==> src/rtl/aat_pkg.sv <==
// Package for the adaptive admission throttle: widths, register indexes,
// function, reason and breaker state codes. No dependencies.
`default_nettype none
package aat_pkg;
    localparam int RingDepth = 64;
    localparam int RingAw    = $clog2(RingDepth);
    localparam int FillW     = $clog2(RingDepth + 1);

    typedef enum logic [1:0] {
        FN_TICK    = 2'd0,
        FN_QUERY   = 2'd1,
        FN_SUCCESS = 2'd2,
        FN_FAILURE = 2'd3
    } func_t;

    typedef enum logic [2:0] {
        RSN_NONE    = 3'd0,
        RSN_BREAKER = 3'd1,
        RSN_CYCLE   = 3'd2,
        RSN_BURST   = 3'd3,
        RSN_SPACING = 3'd4
    } reason_t;

    localparam logic [2:0] REG_BASE     = 3'd0;
    localparam logic [2:0] REG_MIN      = 3'd1;
    localparam logic [2:0] REG_MAX      = 3'd2;
    localparam logic [2:0] REG_WINDOW   = 3'd3;
    localparam logic [2:0] REG_BURST    = 3'd4;
    localparam logic [2:0] REG_PERCYCLE = 3'd5;
    localparam logic [2:0] REG_GAINS    = 3'd6;
    localparam logic [2:0] REG_FEATURES = 3'd7;

    // Breaker states: probing doubles the spacing, open blocks.
    localparam logic [1:0] CS_PROBE = 2'd1;
    localparam logic [1:0] CS_OPEN  = 2'd2;
endpackage
`default_nettype wire

==> src/rtl/adaptive_admission_throttle.sv <==
// Adaptive admission throttle top level: control sequencer, timestamp ring
// memory and serial divider for the spacing. Depends on aat_pkg.
`default_nettype none
// Usage:
// Requests enter on s_axis (tuser: func; tdata: now_ms, pressure_level,
// circuit_state, breaker_allows from bit 0 up). Each request gives exactly one
// result on m_axis. Registers are written on the cfg channel (cfg_index,
// cfg_data); the user must write them only while the block is idle; the block
// itself does not enforce this. Query, success and failure requests go
// straight to the done step, so their result register is loaded when that step
// completes. A tick walks the ring from the oldest entry: a read-request step,
// then a compare step that drops the entry if it is older than the window, at
// most 64 entries, until an entry is in the window or the ring empties. Then
// a release step and, with adaptive mode on, the divider steps (ended at once
// when blocked) and a clamp step, then the done step.
// s_axis_tready is high only while idle. The result register holds a result
// until m_axis_tready; a new request may be accepted meanwhile, and its done
// step waits while the register is still full.
// Reset clears all counters and the configuration registers to their defaults;
// the ring memory needs no clearing since only filled entries are read.
module adaptive_admission_throttle (
    input  wire logic        clk,
    input  wire logic        rst_n,
    input  wire logic        s_axis_tvalid,
    output logic             s_axis_tready,
    // func[1:0]
    input  wire logic [1:0]  s_axis_tuser,
    // now_ms[31:0], pressure_level[33:32], circuit_state[35:34],
    // breaker_allows[36], zero pad to 40 bits
    input  wire logic [39:0] s_axis_tdata,
    output logic             m_axis_tvalid,
    input  wire logic        m_axis_tready,
    // allowed[0], block_reason[3:1], wait_ms[19:4], interval_ms[35:20],
    // recent_admissions[42:36], cycle_admissions[50:43],
    // failures_total[82:51], burst_releases[114:83], zero pad to 120 bits
    output logic [119:0]     m_axis_tdata,
    input  wire logic        cfg_valid,
    output logic             cfg_ready,
    input  wire logic [2:0]  cfg_index,
    input  wire logic [31:0] cfg_data
);
    import aat_pkg::*;

    typedef enum logic [6:0] {
        ST_IDLE  = 7'b0000001,
        ST_RDREQ = 7'b0000010,
        ST_PRUNE = 7'b0000100,
        ST_REL   = 7'b0001000,
        ST_DIV   = 7'b0010000,
        ST_CLAMP = 7'b0100000,
        ST_DONE  = 7'b1000000
    } state_t;

    state_t state_reg, state_next;

    logic [15:0] base_reg, min_reg, max_reg;
    logic [19:0] window_reg;
    logic [6:0]  burst_reg;
    logic [7:0]  percycle_reg;
    logic [31:0] gains_reg;
    logic [2:0]  feat_reg;

    logic [31:0] last_reg;
    logic [15:0] spacing_reg;
    logic [RingAw-1:0] oldest_reg;
    logic [FillW-1:0]  fill_reg, fill_start_reg;
    logic [7:0]  cycle_reg;
    logic [31:0] fail_reg, rel_reg;

    logic [1:0]  func_reg, level_reg, cs_reg;
    logic [31:0] now_reg;
    logic        allows_reg;

    logic [31:0] ring_mem [RingDepth];
    logic [31:0] rd_data_reg;
    logic        wr_en;
    logic [RingAw-1:0] wr_addr;

    // Divider: 24-bit dividend (base*32 fits), 8-bit divisor.
    logic [23:0] quo_reg;
    logic [8:0]  rem_reg;
    logic [7:0]  div_reg;
    logic [4:0]  cnt_reg;
    logic        blocked_reg;

    logic        out_valid_reg;
    logic [119:0] out_data_reg;

    logic [31:0] elapsed;
    logic [31:0] age;
    logic [9:0]  rem_shift;
    logic [7:0]  gain_sel;
    logic        k_double;
    logic [23:0] quo_hi_chk;
    logic [15:0] clamp_v;
    reason_t     reason;
    logic        busy_free;
    logic        done_go;

    assign busy_free     = (state_reg == ST_IDLE);
    assign s_axis_tready = busy_free;
    assign cfg_ready     = 1'b1;
    assign m_axis_tvalid = out_valid_reg;
    assign m_axis_tdata  = out_data_reg;
    assign done_go       = (state_reg == ST_DONE) && (!out_valid_reg || m_axis_tready);

    assign elapsed  = now_reg - last_reg;
    assign age      = now_reg - rd_data_reg;
    assign gain_sel = gains_reg[{level_reg, 3'b000} +: 8];
    assign k_double = feat_reg[1] && (cs_reg == CS_PROBE);
    assign rem_shift = {rem_reg, quo_reg[23]};
    assign quo_hi_chk = quo_reg;

    always_comb
    begin
        logic [23:0] v;
        v = blocked_reg ? {8'd0, max_reg} : quo_hi_chk;
        if (v < {8'd0, min_reg})
            v = {8'd0, min_reg};
        if (v > {8'd0, max_reg})
            v = {8'd0, max_reg};
        clamp_v = v[15:0];
    end

    always_comb
    begin
        priority if (feat_reg[1] && !allows_reg)
            reason = RSN_BREAKER;
        else if (cycle_reg >= percycle_reg)
            reason = RSN_CYCLE;
        else if (feat_reg[2] && ({1'b0, fill_reg} >= {1'b0, burst_reg}))
            reason = RSN_BURST;
        else if (elapsed < {16'd0, spacing_reg})
            reason = RSN_SPACING;
        else
            reason = RSN_NONE;
    end

    // Ring write happens on the success request when the done step completes.
    assign wr_en   = done_go && (func_reg == FN_SUCCESS);
    assign wr_addr = (fill_reg == FillW'(RingDepth)) ? oldest_reg
                     : RingAw'(oldest_reg + RingAw'(fill_reg));

    always_ff @(posedge clk)
    begin
        if (wr_en)
            ring_mem[wr_addr] <= now_reg;
        rd_data_reg <= ring_mem[oldest_reg];
    end

    always_comb
    begin
        state_next = state_reg;
        unique case (state_reg)
            ST_IDLE:
                if (s_axis_tvalid && s_axis_tready)
                    state_next = (s_axis_tuser == FN_TICK) ? ST_RDREQ : ST_DONE;
            ST_RDREQ:
                state_next = (fill_reg == '0) ? ST_REL : ST_PRUNE;
            ST_PRUNE:
                state_next = (age <= {12'd0, window_reg}) ? ST_REL : ST_RDREQ;
            ST_REL:
                state_next = feat_reg[0] ? ST_DIV : ST_DONE;
            ST_DIV:
                if (blocked_reg || cnt_reg == 5'd0)
                    state_next = ST_CLAMP;
            ST_CLAMP:
                state_next = ST_DONE;
            ST_DONE:
                if (done_go)
                    state_next = ST_IDLE;
            default:
                state_next = ST_IDLE;
        endcase
    end

    always_ff @(posedge clk or negedge rst_n)
    begin
        if (!rst_n)
        begin
            state_reg     <= ST_IDLE;
            base_reg      <= 16'd100;
            min_reg       <= 16'd50;
            max_reg       <= 16'd5000;
            window_reg    <= 20'd10000;
            burst_reg     <= 7'd50;
            percycle_reg  <= 8'd1;
            gains_reg     <= 32'h0040_2010;
            feat_reg      <= 3'd7;
            last_reg      <= '0;
            spacing_reg   <= 16'd100;
            oldest_reg    <= '0;
            fill_reg      <= '0;
            fill_start_reg <= '0;
            cycle_reg     <= '0;
            fail_reg      <= '0;
            rel_reg       <= '0;
            out_valid_reg <= 1'b0;
            blocked_reg   <= 1'b0;
            cnt_reg       <= '0;
        end
        else
        begin
            state_reg <= state_next;
            if (cfg_valid && cfg_ready)
            begin
                unique case (cfg_index)
                    REG_BASE:     base_reg     <= cfg_data[15:0];
                    REG_MIN:      min_reg      <= cfg_data[15:0];
                    REG_MAX:      max_reg      <= cfg_data[15:0];
                    REG_WINDOW:   window_reg   <= cfg_data[19:0];
                    REG_BURST:    burst_reg    <= cfg_data[6:0];
                    REG_PERCYCLE: percycle_reg <= cfg_data[7:0];
                    REG_GAINS:    gains_reg    <= cfg_data;
                    REG_FEATURES: feat_reg     <= cfg_data[2:0];
                    default:      ;
                endcase
            end
            if (done_go)
                out_valid_reg <= 1'b1;
            else if (out_valid_reg && m_axis_tready)
                out_valid_reg <= 1'b0;
            unique case (state_reg)
                ST_IDLE:
                    fill_start_reg <= fill_reg;
                ST_PRUNE:
                    if (age > {12'd0, window_reg})
                    begin
                        oldest_reg <= RingAw'(oldest_reg + 1'b1);
                        fill_reg   <= FillW'(fill_reg - 1'b1);
                    end
                ST_REL:
                begin
                    if ({1'b0, fill_start_reg} >= {1'b0, burst_reg}
                        && {1'b0, fill_reg} < {1'b0, burst_reg}
                        && rel_reg != '1)
                        rel_reg <= rel_reg + 32'd1;
                    blocked_reg <= (gain_sel == 8'd0)
                                   || (feat_reg[1] && cs_reg == CS_OPEN);
                    cnt_reg <= 5'd24;
                end
                ST_DIV:
                    if (!blocked_reg)
                        cnt_reg <= cnt_reg - 5'd1;
                ST_CLAMP:
                    spacing_reg <= clamp_v;
                ST_DONE:
                    if (done_go)
                    begin
                        unique case (func_reg)
                            FN_TICK:    cycle_reg <= '0;
                            FN_SUCCESS:
                            begin
                                last_reg <= now_reg;
                                if (fill_reg == FillW'(RingDepth))
                                    oldest_reg <= RingAw'(oldest_reg + 1'b1);
                                else
                                    fill_reg <= FillW'(fill_reg + 1'b1);
                                if (cycle_reg != 8'hFF)
                                    cycle_reg <= cycle_reg + 8'd1;
                            end
                            FN_FAILURE:
                                if (fail_reg != '1)
                                    fail_reg <= fail_reg + 32'd1;
                            default: ;
                        endcase
                    end
                default: ;
            endcase
        end
    end

    // Payload registers: request capture, divider datapath and result.
    always_ff @(posedge clk)
    begin
        if (s_axis_tvalid && s_axis_tready)
        begin
            func_reg   <= s_axis_tuser;
            now_reg    <= s_axis_tdata[31:0];
            level_reg  <= s_axis_tdata[33:32];
            cs_reg     <= s_axis_tdata[35:34];
            allows_reg <= s_axis_tdata[36];
        end
        if (state_reg == ST_REL)
        begin
            quo_reg <= k_double ? {3'd0, base_reg, 5'd0} : {4'd0, base_reg, 4'd0};
            rem_reg <= '0;
            div_reg <= gain_sel;
        end
        else if (state_reg == ST_DIV && !blocked_reg && cnt_reg != 5'd0)
        begin
            if (rem_shift >= {2'd0, div_reg})
            begin
                rem_reg <= 9'(rem_shift - {2'd0, div_reg});
                quo_reg <= {quo_reg[22:0], 1'b1};
            end
            else
            begin
                rem_reg <= rem_shift[8:0];
                quo_reg <= {quo_reg[22:0], 1'b0};
            end
        end
        if (done_go)
        begin
            // Status fields are sampled after the update, so compute them here.
            logic [FillW-1:0] f;
            logic [7:0]  c;
            logic [31:0] fl;
            logic [31:0] lt;
            logic [31:0] el;
            logic [15:0] w;
            f  = fill_reg;
            c  = cycle_reg;
            fl = fail_reg;
            lt = last_reg;
            unique case (func_reg)
                FN_TICK:    c = '0;
                FN_SUCCESS:
                begin
                    lt = now_reg;
                    if (fill_reg != FillW'(RingDepth))
                        f = FillW'(fill_reg + 1'b1);
                    if (cycle_reg != 8'hFF)
                        c = cycle_reg + 8'd1;
                end
                FN_FAILURE:
                    if (fail_reg != '1)
                        fl = fail_reg + 32'd1;
                default: ;
            endcase
            el = now_reg - lt;
            w  = (el < {16'd0, spacing_reg}) ? 16'(32'(spacing_reg) - el) : 16'd0;
            out_data_reg <= {5'd0, rel_reg, fl, c, 7'(f), spacing_reg, w,
                             (func_reg == FN_QUERY) ? reason : RSN_NONE,
                             (func_reg == FN_QUERY) && (reason == RSN_NONE)};
        end
    end

    a_one_state: assert property (@(posedge clk) disable iff (!rst_n)
        $onehot(state_reg)) else $error("state not one-hot");
    a_hold_result: assert property (@(posedge clk) disable iff (!rst_n)
        out_valid_reg && !m_axis_tready |=> out_valid_reg && $stable(out_data_reg))
        else $error("pending result changed");
    a_fill_bound: assert property (@(posedge clk) disable iff (!rst_n)
        fill_reg <= FillW'(RingDepth)) else $error("ring fill overflow");
    a_result_follows: assert property (@(posedge clk) disable iff (!rst_n)
        done_go |=> out_valid_reg) else $error("result lost");
endmodule
`default_nettype wire

==> config.mk <==
export PLATFORM = sky130hd
export DESIGN_NAME = adaptive_admission_throttle
export DESIGN_NICKNAME = d
export VERILOG_FILES = /design/src/rtl/aat_pkg.sv /design/src/rtl/adaptive_admission_throttle.sv
export SDC_FILE = /design/constraint.sdc
export NUM_CORES = 2
export LEC_CHECK = 0
export ABC_AREA = 1
export BUFFER_PORTS_ARGS = -buffer_cell sky130_fd_sc_hd__buf_2
export CORE_MARGIN = 2
export CORE_UTILIZATION = 55
export DETAILED_ROUTE_END_ITERATION = 6
export GPL_ROUTABILITY_DRIVEN = 1
export PLACE_DENSITY = 0.76
export RECOVER_POWER = 25
export SLEW_MARGIN = 25
export SYNTH_ARGS = -nofsm -noshare
export SYNTH_HDL_FRONTEND = slang
export SYNTH_SLANG_ARGS = --single-unit
export TNS_END_PERCENT = 20
==> constraint.sdc <==
create_clock -name clk -period 5.9 [get_ports clk]
set_input_delay 0.295 -clock clk [delete_from_list [all_inputs] [get_ports clk]]
set_output_delay 0.295 -clock clk [all_outputs]
set_load 0.1 [all_outputs]
# Word level (Yosys, flattened, before mapping)

Memory sizes are Yosys's and may differ from the RTL's. A register that Yosys moved wholly into a read port is not among the register bits.
Cells that the tools add are included.

Equality and inequality tests: 32
Muxes and demuxes: 45
Magnitude comparators: 11
Shifts and indexed selects: 1
Reductions and logical operators: 45
Add/sub/neg operators: 13

Operator list:

| cell                                                            | number |
|---|---|
| 32-bit 2-to-1 mux                                               | 4 |
| 24-bit 2-to-1 mux                                               | 4 |
| 32-bit subtractor                                               | 3 |
| 7-bit 2-to-1 mux                                                | 11 |
| 32-bit by 1-bit adder with 32-bit output, second input constant | 2 |
| 32-bit by 16-bit < comparator with 1-bit output                 | 2 |
| 32-bit != test, second input constant                           | 2 |
| 7-bit case mux with 7 select lines                              | 1 |
| 32-bit by 20-bit greater-than comparator with 1-bit output      | 1 |
| 32-bit by 20-bit <= comparator with 1-bit output                | 1 |
| 32-bit by 6-bit variable part select with 8-bit output          | 1 |
| 6-bit 2-to-1 mux                                                | 5 |
| 24-bit by 16-bit greater-than comparator with 1-bit output      | 1 |
| 24-bit by 16-bit < comparator with 1-bit output                 | 1 |
| 2-bit AND reduction                                             | 11 |
| 21-bit 2-to-1 mux                                               | 1 |
| 16-bit 2-to-1 mux                                               | 1 |
| 8-bit case mux with 2 select lines                              | 1 |
| 16-bit subtractor                                               | 1 |
| 7-bit equality test, second input constant                      | 2 |
| 7-bit greater-or-equal comparator                               | 2 |
| 7-bit case mux with 2 select lines                              | 1 |
| 1-bit logical AND                                               | 13 |
| 3-bit equality test, second input constant                      | 4 |
| other kinds (43)                                                | 71 |

Register bits: 467
Output and inout bits: 123
Memories kept: 1
Input bits: 82
Bits in writable memories: 2048
Logic and storage cells: 179

Memory list:

| memory   | words | bits a word | rd ports | clocked after Yosys merged registers in | write ports | line                              | RTL |
|---|---|---|---|---|---|---|---|
| ring_mem | 64    | 32          | 1        | 1                                       | 1           | adaptive_admission_throttle.sv:74 | `logic [31:0] ring_mem [RingDepth];` |

# Logic depth before layout (Yosys ltp)

Depth after elaboration: 8
Mapped depth: 33
Depth with buffers taken out: 30

# Worst setup path after synthesis

OpenSTA, ideal clock, no wires.

Path kind: register to register
Start: register state_reg[5]
End: register allows_reg (enable)
Setup slack: 0.507 ns
Buffers on the path: 1
Period minus slack after synthesis: 5.393 ns
Cell stages (with the launch flop): 9
Setup time: 0.435 ns
Arrival: 4.958 ns
Cell sequence: dfrtp_1 -> nor2_1 -> inv_1 -> nor2_1 -> inv_1 -> nor4_2 -> inv_1 -> clkbuf_1 -> nor2_1

Word-level cells in the longest chain between the ends: 2

Ends and longest elaborated chain:

| what                                           | line                               | RTL |
|---|---|---|
| from (decl)                                    | adaptive_admission_throttle.sv:54  | `state_t state_reg, state_next;` |
| from (signal assigned)                         | adaptive_admission_throttle.sv:204 | `state_reg <= state_next;` |
| 7-bit by 1-bit equality test with 1-bit output | adaptive_admission_throttle.sv:100 | `assign busy_free = (state_reg == ST_IDLE);` |
| net s_axis_tready                              | adaptive_admission_throttle.sv:25  | `output logic s_axis_tready,` |
| 1-bit logical AND                              | adaptive_admission_throttle.sv:276 | `if (s_axis_tvalid && s_axis_tready)` |
| to (signal assigned)                           | adaptive_admission_throttle.sv:282 | `allows_reg <= s_axis_tdata[36];` |
| to (decl)                                      | adaptive_admission_throttle.sv:72  | `logic allows_reg;` |

The timed path passes the listed nets, and every way through them passes these cells.
A chain may end at the register's enable or synchronous reset.

# Worst setup path after layout

Start: register now_reg[9]
End: register oldest_reg[4]

Word-level cells in the longest chain between the ends: 4

Ends and longest elaborated chain:

| what                                                       | line                               | RTL |
|---|---|---|
| from (decl)                                                | adaptive_admission_throttle.sv:71  | `logic [31:0] now_reg;` |
| from (signal assigned)                                     | adaptive_admission_throttle.sv:279 | `now_reg <= s_axis_tdata[31:0];` |
| 32-bit subtractor                                          | adaptive_admission_throttle.sv:108 | `assign age = now_reg - rd_data_reg;` |
| 32-bit by 20-bit greater-than comparator with 1-bit output | adaptive_admission_throttle.sv:227 | `if (age > {12'd0, window_reg})` |
| 2-bit != test (no source line)                             | --                                 |  |
| 5-bit AND reduction (no source line)                       | --                                 |  |
| to (signal assigned)                                       | adaptive_admission_throttle.sv:229 | `oldest_reg <= RingAw'(oldest_reg + 1'b1);` |
| to (signal assigned)                                       | adaptive_admission_throttle.sv:256 | `oldest_reg <= RingAw'(oldest_reg + 1'b1);` |
| to (decl)                                                  | adaptive_admission_throttle.sv:65  | `logic [RingAw-1:0] oldest_reg;` |

No other way between the ends.

==> impl_metrics.prom <==
# TYPE chip_impl_metric gauge
chip_impl_metric{name="fp.dieArea",unit="mm²"} 0.204
chip_impl_info{name="synth_top_family_by_area",value="compound AO/OA/AOI/OAI gates"} 1
chip_impl_metric{name="global_route_congestion_overflow_total",unit=""} 0
chip_impl_metric{name="die_height",unit="µm"} 452
chip_impl_metric{name="clk_latency",unit="ps"} 910
chip_impl_metric{name="postSynthAreaPerCell",unit="µm²"} 11.4
chip_impl_metric{name="synth_edf_count",unit=""} 2234
chip_impl_metric{name="wl_met3",unit="µm"} 39400
chip_impl_metric{name="die_w",unit="µm"} 452
chip_impl_metric{name="seq_power_share",unit="%"} 40.1
chip_impl_metric{name="globalRouteTotalUtil",unit="%"} 32.3
chip_impl_metric{name="drtPass1Iterations",unit=""} 7
chip_impl_metric{name="swShare",unit="%"} 36.4
chip_impl_metric{name="p_leak",unit="nW"} 44.7
chip_impl_metric{name="yosysUniqueCellTypes",unit=""} 62
chip_impl_metric{name="boundaryPins",unit=""} 205
chip_impl_metric{name="cts_buffers",unit=""} 240
chip_impl_metric{name="finish.cell_count_without_fillers",unit=""} 12758
chip_impl_metric{name="timing.reg2reg.worst_path_depth",unit=""} 19
chip_impl_metric{name="worst_setup_hold_path_clk_slew",unit="ps"} 70
chip_impl_metric{name="areaGrowthSynthToFinish",unit="%"} 12.2
chip_impl_metric{name="final.min_clock_period",unit="ps"} 5230
chip_impl_metric{name="portBuffers",unit=""} 195
chip_impl_metric{name="fin_nets",unit=""} 10203
chip_impl_metric{name="ctsLongestPathBuffers",unit=""} 3
chip_impl_metric{name="async_flop_share",unit="%"} 10.7
chip_impl_metric{name="largest_register_ffs",unit=""} 2048
chip_impl_info{name="synth_top_cell_by_area",value="edfxtp_1"} 1
chip_impl_metric{name="report.final.hold_viol_count",unit=""} 0
chip_impl_metric{name="clock-skew-final",unit="ps"} 59.8
chip_impl_metric{name="tritoncts_num_sinks",unit=""} 2547
chip_impl_metric{name="critPathMaxFanout",unit=""} 33
chip_impl_metric{name="slew_headroom",unit="%"} -141
chip_impl_metric{name="fraction_of_layout_cells_with_a_size_suffix_above_1",unit="%"} 8.68
chip_impl_metric{name="ys_seq_area_share",unit="%"} 67.7
chip_impl_metric{name="adder_cell_share_of_the_synthesized_area",unit="%"} 2.76
chip_impl_info{name="clock-root-buffer",value="clkbuf_16"} 1
chip_impl_metric{name="detailed_place_hpwl",unit="µm"} 203000
chip_impl_metric{name="worst_pin_slew",unit="ps"} 3610
chip_impl_metric{name="coreArea",unit="mm²"} 0.200
chip_impl_metric{name="arrival",unit="ps"} 5980
chip_impl_metric{name="setup_viol",unit=""} 0
chip_impl_metric{name="worstHoldPathCells",unit=""} 2
chip_impl_info{name="whs_endpoint",value="now_reg[25]"} 1
chip_impl_metric{name="pwr-share-clk",unit="%"} 28.9
chip_impl_metric{name="via_count_of_the_first_global_routing_pass",unit=""} 76110
chip_impl_metric{name="yosys.area_share.simple",unit="%"} 11.5
chip_impl_metric{name="filler_cell_count",unit=""} 15017
chip_impl_metric{name="detailed_route_vias_per_instance",unit=""} 6.26
chip_impl_metric{name="maxCapViolations",unit=""} 16
chip_impl_metric{name="wl_met2",unit="µm"} 155000
chip_impl_metric{name="grt_start_max_net_pins",unit=""} 245
chip_impl_info{name="synthTopCellsByCount",value="2,234 x edfxtp_1, 1,416 x nor2_1, 1,393 x o21ai_0"} 1
chip_impl_metric{name="achievable-frequency",unit="MHz"} 191
chip_impl_metric{name="drv_slew",unit=""} 988
chip_impl_metric{name="synth_area",unit="mm²"} 0.110
chip_impl_info{name="outcome",value="finished, violations left"} 1
chip_impl_info{name="rsz0062_at_grt",value="no"} 1
chip_impl_metric{name="vdd.ir_drop.worst",unit="V"} 0.000392
chip_impl_metric{name="netSwitchingPower",unit="mW"} 19.9
chip_impl_metric{name="cts_max_level",unit=""} 4
chip_impl_metric{name="gpl.final_weighted_congestion",unit=""} 0.954
chip_impl_metric{name="synth.yosys.warnings",unit=""} 0
chip_impl_metric{name="grt_antenna_before_repair",unit=""} 33
chip_impl_metric{name="timing.final.crit_share",unit="%"} 88.7
chip_impl_info{name="timing.setup.critical_path_class",value="reg -> reg"} 1
chip_impl_info{name="critical_path.reg2reg.startpoint",value="now_reg[9]"} 1
chip_impl_metric{name="area_share_of_the_leading_cell_type_in_the_synthesized_netlist",unit="%"} 60.7
chip_impl_info{name="cp-start-kind",value="register"} 1
chip_impl_info{name="max_flop_register",value="ring_mem"} 1
chip_impl_metric{name="utilization_after_layout",unit="%"} 62.1
chip_impl_metric{name="wirelength_met1",unit="µm"} 118000
chip_impl_metric{name="first_pass_grt_wire_length",unit="µm"} 488000
chip_impl_info{name="min-delay-path-class",value="in -> reg"} 1
chip_impl_metric{name="number_of_instances_in_the_placed_design",unit=""} 12214
chip_impl_info{name="setup.worst_path.end_class",value="register"} 1
chip_impl_metric{name="drtAntennaViolNets",unit=""} 0
chip_impl_metric{name="synth_xor_xnor_area_share",unit="%"} 1.28
chip_impl_info{name="hold_start",value="s_axis_tdata[25]"} 1
chip_impl_info{name="synthFlopType",value="edfxtp_1"} 1
chip_impl_metric{name="synth_compound_gate_area_share",unit="%"} 12.7
chip_impl_metric{name="syn_inst",unit=""} 9681
chip_impl_metric{name="drt_wl_total",unit="µm"} 336000
chip_impl_metric{name="pwr-share-comb",unit="%"} 31.0
chip_impl_metric{name="fin_tns_setup",unit="ps"} 0
chip_impl_metric{name="fp-row-count",unit=""} 164
chip_impl_metric{name="initial_utilization",unit="%"} 55.3
chip_impl_info{name="leading_cell_type_by_number_of_instances_after_synthesis",value="edfxtp_1"} 1
chip_impl_info{name="violated_checks",value="max-capacitance violations, max-slew violations"} 1
chip_impl_info{name="cts_tree",value="done"} 1
chip_impl_metric{name="cts.repair_timing.setup_buffer_count",unit=""} 0
chip_impl_metric{name="setup.reg_to_reg.worst_slack",unit="ps"} 670
chip_impl_metric{name="synth-seq-cells",unit=""} 2547
chip_impl_metric{name="wire_per_inst",unit="µm"} 26.3
chip_impl_metric{name="dr_total_vias",unit=""} 79859
chip_impl_metric{name="power-per-cell-area",unit="mW/mm²"} 442
chip_impl_metric{name="worst_ep_required_time",unit="ps"} 6640
chip_impl_metric{name="muxShareOfSynthArea",unit="%"} 0.122
chip_impl_info{name="critical_path.startpoint",value="now_reg[9]"} 1
chip_impl_metric{name="drc",unit=""} 0
chip_impl_info{name="r2r-end",value="oldest_reg[4]"} 1
chip_impl_metric{name="initialDrtViolationCount",unit=""} 11783
chip_impl_metric{name="intPower",unit="mW"} 34.8
chip_impl_info{name="highest-signal-layer",value="met5"} 1
chip_impl_info{name="yosys-top-cells-area",value="edfxtp_1 61%, o21ai_0 6.3%, dfrtp_1 5.5%"} 1
==> power by group through the flow <==
stage	clock [mW]	combinational (mW)	sequential (mW)
floorplan	0	10.0	23.2
global placement	0	16.2	22.2
detailed placement	0	16.6	22.2
CTS	15.9	16.7	21.9
global route	16.6	18.5	22.0
finish	15.8	17.0	21.9
==> kinds of logic after synthesis <==
kind of cell,Yosys count
simple gates,3139
flops,2547
compound gates,2463
buf+inv,1116
fa+ha+maj,240
xor+xnor,162
mux,12
other cells,2
==> how the worst max path moves through the flow <==
stage / slack [ps] / cells past startpoint / endpoint
after global placement: 1270 / 16 / m_axis_tdata[3]
after floorplan: 510 / 8 / allows_reg
after CTS: 1220 / 24 / m_axis_tdata[9]
after global routing: 350 / 3 / rel_reg[11]
final: 670 / 19 / oldest_reg[4]
after detailed placement: 1250 / 24 / m_axis_tdata[9]
==> worst max-delay path: stages, from the launching register on <==
cell and delay [ps]:
edfxtp_1 350, clkbuf_1 1420, ha_1 510, nand2_1 140, inv_1 50, a21oi_1 280, nand3_1 270, a31oi_1 250
xnor2_1 140, ha_1 250, nand2_1 80, nor2_1 50, a211oi_1 190, nand2_1 80, nand2_1 70, nand3_1 90
nor2_2 200, nand4_2 410, nand3_1 200, nand2_1 70
==> cell usage in the layout (no fill, tap or decap), types with 86 or more instances in the layout <==
| cell | Yosys | routed |
|---|---|---|
| a21oi_1 | 307 | 307 |
| buf_2 | 32 | 176 |
| buf_4 | 6 | 144 |
| clkbuf_1 | 453 | 86 |
| clkbuf_16 | 0 | 243 |
| dfrtp_1 | 242 | 238 |
| edfxtp_1 | 2234 | 2234 |
| ha_1 | 234 | 234 |
| inv_1 | 587 | 580 |
| nand2_1 | 1188 | 1188 |
| nand3_1 | 333 | 333 |
| nor2_1 | 1416 | 1350 |
| o21ai_0 | 1393 | 1393 |
| o221ai_1 | 197 | 197 |
| o22ai_1 | 357 | 357 |
| xor2_1 | 129 | 129 |
==> timing repair <==
item	4_1_cts	5_1_grt
hold buffers	81	0
resized for setup	0	0
hold endpoints to repair	264	0
==> per-layer routing <==
layer / vias to the layer above / track usage, %
met5: - / 0
met2: 5022 / 50.5
met4: 10 / 20.3
met1: 38698 / 41.1
met3: 884 / 7.19
li1: 35245 / -
==> layout make-up <==
| cell class | count | area, µm² | share of cell area (%) |
|---|---|---|---|
| flip-flops and latches | 2547 | 74800 | 60.3 |
| multi-input cells | 6022 | 32000 | 25.8 |
| well taps | 2656 | 3320 | 2.68 |
| clock buffers | 286 | 6260 | 5.05 |
| diodes | 16 | 40.0 | 0.0323 |
| clock inverters | 161 | 1830 | 1.47 |
| inverters | 596 | 2260 | 1.83 |
| repair buffers | 474 | 3460 | 2.79 |
==> metrics by stage <==
step	power (mW)	instance area (µm²)	setup WS, ps	hold WS (ps)
3_3_place_gp	38.4	115000	1270	431
3_5_place_dp	38.8	115000	1250	441
4_1_cts	54.4	124000	1220	79.9
5_1_grt	57.1	124000	347	108
6_report	54.7	124000	665	109
2_1_floorplan	33.2	110000	507	-0.591
No activity file was read; power rests on OpenSTA's default activity.
